<file path="config.mk">
export PLATFORM = sky130hd
export DESIGN_NAME = cia_cell
export DESIGN_NICKNAME = d
export VERILOG_FILES = /design/src/cia_pkg.sv /design/src/cia_cell.sv
export SDC_FILE = /design/constraint.sdc
export NUM_CORES = 1
export LEC_CHECK = 0
export BUFFER_PORTS_ARGS = -buffer_cell sky130_fd_sc_hd__buf_2
export CAP_MARGIN = 20
export CORE_AREA = 4 4 306 308
export CTS_BUF_LIST = sky130_fd_sc_hd__clkbuf_4 sky130_fd_sc_hd__clkbuf_8
export DETAILED_ROUTE_END_ITERATION = 12
export DIE_AREA = 0 0 310 312
export GPL_ROUTABILITY_DRIVEN = 0
export GPL_TIMING_DRIVEN = 1
export PLACE_DENSITY = 0.47
export SETUP_SLACK_MARGIN = 0.1
export SYNTH_ARGS = -nofsm -noshare
export SYNTH_HDL_FRONTEND = slang
export SYNTH_SLANG_ARGS = --single-unit
</file>
<file path="constraint.sdc">
create_clock -name clk -period 34.6 [get_ports clk]
set_clock_uncertainty 0.1 [all_clocks]
set_input_delay 5.19 -clock clk [delete_from_list [all_inputs] [get_ports clk]]
set_output_delay 5.19 -clock clk [all_outputs]
set_load 0.01 [all_outputs]
</file>
<file path="src/cia_pkg.sv">
// ----------------------------------------------------------------------------
// cia_pkg
// Operation codes and shared types for the checked integer ALU.
// ----------------------------------------------------------------------------
`default_nettype none

package cia_pkg;

  localparam int FUNC_W = 5;
  localparam int OUT_W  = 64;

  // Operation codes
  localparam logic [FUNC_W-1:0] F_ADD  = 5'd0;
  localparam logic [FUNC_W-1:0] F_SUB  = 5'd1;
  localparam logic [FUNC_W-1:0] F_MUL  = 5'd2;
  localparam logic [FUNC_W-1:0] F_SDIV = 5'd3;
  localparam logic [FUNC_W-1:0] F_UDIV = 5'd4;
  localparam logic [FUNC_W-1:0] F_SREM = 5'd5;
  localparam logic [FUNC_W-1:0] F_UREM = 5'd6;
  localparam logic [FUNC_W-1:0] F_AND  = 5'd7;
  localparam logic [FUNC_W-1:0] F_OR   = 5'd8;
  localparam logic [FUNC_W-1:0] F_XOR  = 5'd9;
  localparam logic [FUNC_W-1:0] F_SHL  = 5'd10;
  localparam logic [FUNC_W-1:0] F_LSHR = 5'd11;
  localparam logic [FUNC_W-1:0] F_ASHR = 5'd12;
  localparam logic [FUNC_W-1:0] F_EQ   = 5'd13;
  localparam logic [FUNC_W-1:0] F_NE   = 5'd14;
  localparam logic [FUNC_W-1:0] F_SLT  = 5'd15;
  localparam logic [FUNC_W-1:0] F_SLE  = 5'd16;
  localparam logic [FUNC_W-1:0] F_SGT  = 5'd17;
  localparam logic [FUNC_W-1:0] F_SGE  = 5'd18;
  localparam logic [FUNC_W-1:0] F_ULT  = 5'd19;
  localparam logic [FUNC_W-1:0] F_ULE  = 5'd20;
  localparam logic [FUNC_W-1:0] F_UGT  = 5'd21;
  localparam logic [FUNC_W-1:0] F_UGE  = 5'd22;

  // Control that travels down the cell chain with each word
  typedef struct packed {
    logic [FUNC_W-1:0] func;
    logic              sa;   // operand signs
    logic              sb;
    logic              ok;   // early status (final for all but mul)
  } ctl_t;

endpackage

`default_nettype wire

</file>
<file path="src/cia_cell.sv">
// ----------------------------------------------------------------------------
// cia_cell
// One step of the chain: a shift-add multiply step and a restoring divide
// step on the next operand bit, then a register to the next cell.
// ----------------------------------------------------------------------------
`default_nettype none

module cia_cell #(
  parameter int W = 64
) (
  input  wire logic           clk,
  input  wire logic           rst,
  input  wire logic           in_valid,
  output      logic           in_ready,
  input  wire cia_pkg::ctl_t  in_ctl,
  input  wire logic [W-1:0]   in_pres,
  input  wire logic [W-1:0]   in_x,
  input  wire logic [W-1:0]   in_y,
  input  wire logic [2*W-1:0] in_acc,
  input  wire logic [W-1:0]   in_rem,
  output      logic           out_valid,
  input  wire logic           out_ready,
  output      cia_pkg::ctl_t  out_ctl,
  output      logic [W-1:0]   out_pres,
  output      logic [W-1:0]   out_x,
  output      logic [W-1:0]   out_y,
  output      logic [2*W-1:0] out_acc,
  output      logic [W-1:0]   out_rem
);

  logic           xm, ge;
  logic [W:0]     part, diff;
  logic [W-1:0]   rem_next, x_next;
  logic [2*W-1:0] acc_next;

  // Multiply: MSB-first shift and add
  assign xm       = in_x[W-1];
  assign acc_next = {in_acc[2*W-2:0], 1'b0} + (xm ? {{W{1'b0}}, in_y} : '0);

  // Divide: trial subtract, quotient bit enters x from the bottom
  assign part     = {in_rem, xm};
  assign diff     = part - {1'b0, in_y};
  assign ge       = (part >= {1'b0, in_y});
  assign rem_next = ge ? diff[W-1:0] : part[W-1:0];
  assign x_next   = {in_x[W-2:0], ge};

  assign in_ready = !out_valid || out_ready;

  always_ff @(posedge clk) begin
    if (rst) begin
      out_valid <= 1'b0;
    end else if (in_ready) begin
      out_valid <= in_valid;
    end
  end

  always_ff @(posedge clk) begin
    if (in_ready) begin
      out_ctl  <= in_ctl;
      out_pres <= in_pres;
      out_x    <= x_next;
      out_y    <= in_y;
      out_acc  <= acc_next;
      out_rem  <= rem_next;
    end
  end

endmodule

`default_nettype wire

</file>
==> key figures <==
Timing
  • Hold Vio Cnt, Final: 0
  • Setup tns final: 0 ps
  • Worst-Margin Slew: between 800 and 900 ps
  • Slew Limit Fails: 0
  • Final period utilization: between 30% and 40%
  • Relative slew slack: between 40% and 50%
  • Unrepaired setup endpoints after global routing: false
  • Period minus WS final: between 10000 and 15000 ps
  • # setup viols final: 0
  • Final hold slack: about 1000 ps
  • FMAX: a little under 90 MHz

Run status
  • Outcome: complete, no violations

Critical path
  • Critical Path Slowest Stage Cell: nand2b_4
  • CP arrival: roughly 6200 ps
  • Max FO, Critical Path: about 50
  • Worst Path Buf+Inv: 2
  • Most used cell, CP: buf_2
  • Crit path launch type: input pin
  • Setup crit end kind: output pin
  • Worst Setup Path Type: in -> out
  • Crit path required time: slightly below 30000 ps
  • CP top delay family: simple AND/OR/NAND/NOR gates
  • Crit-path max cell delay: around 560 ps
  • Crit path cell chain: buf_2 -> nand2b_4 -> buf_2

Final layout
  • Fraction of layout cells with a size suffix above 1: 33.3%
  • Final layout net count: 3373
  • Finished Core Util: between 30% and 40%
  • Fill count: approximately 9700
  • Area Growth Syn to Fin: 30.6%
  • Commonest non-fill, non-tap cell in the layout: buf_2
  • Most frequent cells in the layout: buf_2, edfxtp_1, nand2_1
  • Final Instance Area: 28900 sq um

Clock tree
  • Clock sink total: 393
  • CTS clk-pin slew, worst paths: roughly 60 ps
  • Clk_lat worst skew: a little over 700 ps
  • Root buffer cell: clkbuf_8
  • Post-CTS Setup Inserts: 0
  • Total CTS buffers: 79
  • Htree depth: 3
  • PostCTS Resize Cnt: 0
  • Post-CTS Hold Buffers: 0
  • CTS tree: yes
  • CTS Buffer Depth: 3

GRT
  • Grt ovf: 0
  • First-pass GRT wire length: roughly 140000 um
  • Vias in the first global route: about 20000
  • Largest net degree at the start of global routing: about 130
  • Global Route Usage Sum: just under 20%
  • Initial antenna violation count: 33

Detailed routing
  • Pre-antenna DRT Iters: 6
  • WL final: slightly below 100000 um
  • WL/cell: 24.1 um
  • Vias: around 19000
  • DRT antenna net count: 0
  • # DRC: 0
  • Drt via density: roughly 4.7
  • Drt first-iter violations: ~1200

Flow run
  • Max Cap Viol: 0

Logic synthesis
  • Synthesized area: about 22000 sq um
  • Syn nets: around 2600
  • Post-synth ARST share: 0%
  • Main flop type after synthesis: edfxtp_1
  • Seq/Total Area, Yosys: between 50% and 60%
  • Number of synthesized flops with an enable pin: roughly 390
  • Cell taking the most area after synthesis: edfxtp_1
  • Synth Instances: about 2000
  • Top cells by area, synth: edfxtp_1, ha_1, xnor2_1
  • Post-synth top area share: between 50% and 60%
  • Distinct cells, synth: 85
  • #FFs+latches synth: around 390
  • Synth warnings: 0
  • Syn avg cell area: about 11 sq um

Die
  • Die area: a little under 100000 sq um
  • Die Wd: just over 300 um
  • CORE AREA: around 91000 sq um
  • Std cell rows: roughly 110
  • Initial Util: 24.3%
  • Die height: approximately 310 um
  • Ports: 790

Placed design
  • Hpwl dp: between 80000 and 90000 um
  • Dpl cell area: approximately 27000 sq um
  • IO Port Bufs: about 800

Pwr
  • Maximum VDD drop: about 0.027 mV
  • Pleak: between 10 and 15 nW
  • Tot Pwr: 1.44 mW
  • PwrDens: about 50 nW/um^2

Hold path
  • Hold Crit Class: reg -> reg
-- layout make-up --
| cell class | count | area (sq um) | area share (%) |
|---|---|---|---|
| multi-input cells | 1477 | 9610 | 33.2 |
| flip-flops and latches | 393 | 11800 | 40.8 |
| clock inverters | 35 | 323 | 1.12 |
| repair buffers | 797 | 4020 | 13.9 |
| clock buffers | 105 | 1280 | 4.43 |
| inverters | 100 | 375 | 1.30 |
| diodes | 17 | 42.5 | 0.147 |
| well taps | 1186 | 1480 | 5.13 |
-- synthesized netlist by cell type, types with 5 or more instances --
master	n
nand2_1	207
nor3_1	38
buf_2	20
or3_1	6
o21ai_0	143
xor2_1	90
nand2b_1	13
nand3_1	44
nor2b_1	13
o21ai_1	7
o31ai_1	8
o211ai_1	6
and3_1	35
a31o_2	6
edfxtp_1	392
xnor2_1	90
or2_2	6
a221oi_1	5
inv_1	98
o21a_1	19
a21oi_1	155
a31oi_1	13
nor4_1	11
a21o_1	78
ha_1	127
a211oi_1	10
o21bai_1	28
a21boi_0	7
nor2_1	165
nand4_1	62
and2_1	9
clkbuf_1	52
buf_4	9
-- power breakdown --
group	total [mW]	leakage (nW)	switching [mW]	internal (mW)
logic	0.330	7.88	0.212	0.119
registers	0.603	4.08	0.0133	0.590
clock network	0.508	0.849	0.227	0.280
total	1.44	12.8	0.452	0.989
-- routing by layer --
metal / wire, um / global-route usage, % / vias up
met3: 7190 / 5.77 / 171
met5: 126 / 0 / -
met1: 39000 / 22.5 / 9108
met4: 3720 / 6.95 / 20
li1: - / - / 9184
met2: 48900 / 34.6 / 668
-- cell families (layout without fill, tap and decap cells) --
kind of cell             after synthesis  count (layout)  synth area share [%]
AO/OA/AOI/OAI                        527             527                  15.0
XOR/XNOR                             180             180                  7.12
adder cells (fa/ha/maj)              129             129                  7.35
buffers and inverters                186            1037                  3.47
flip-flops                           393             393                  53.2
multiplexers                           4               4                 0.186
other                                  0              17                     0
AND/OR/NAND/NOR                      637             637                  13.7
-- through the flow --
step           setup slack (ps)  instances
5_1_grt                   23100       4100
2_1_floorplan             14680       2056
4_1_cts                   23160       4093
6_report                  23160       4110
3_3_place_gp              23180       3953
3_5_place_dp              23170       3953
-- registers in the layout, indices dropped and copies added (netlist names) --
register	cells
out_ctl	8
out_x	64
out_pres	64
out_rem	64
out_valid	1
out_acc	128
out_y	64
-- path summary, 6_finish.rpt --
check | start | end | slack (ps) | cells after the start
worst max-delay path | out_ready | in_ready | 23160 | 3
worst min-delay path | out_valid$_SDFFE_PP0P_ | out_y[16]$_DFFE_PP_ | 1020 | 1
worst max register to register | out_valid$_SDFFE_PP0P_ | out_acc[93]$_DFFE_PP_ | 31690 | 3
worst min register to register | out_valid$_SDFFE_PP0P_ | out_y[16]$_DFFE_PP_ | 1020 | 1
(Power assumes the default switching activity.)
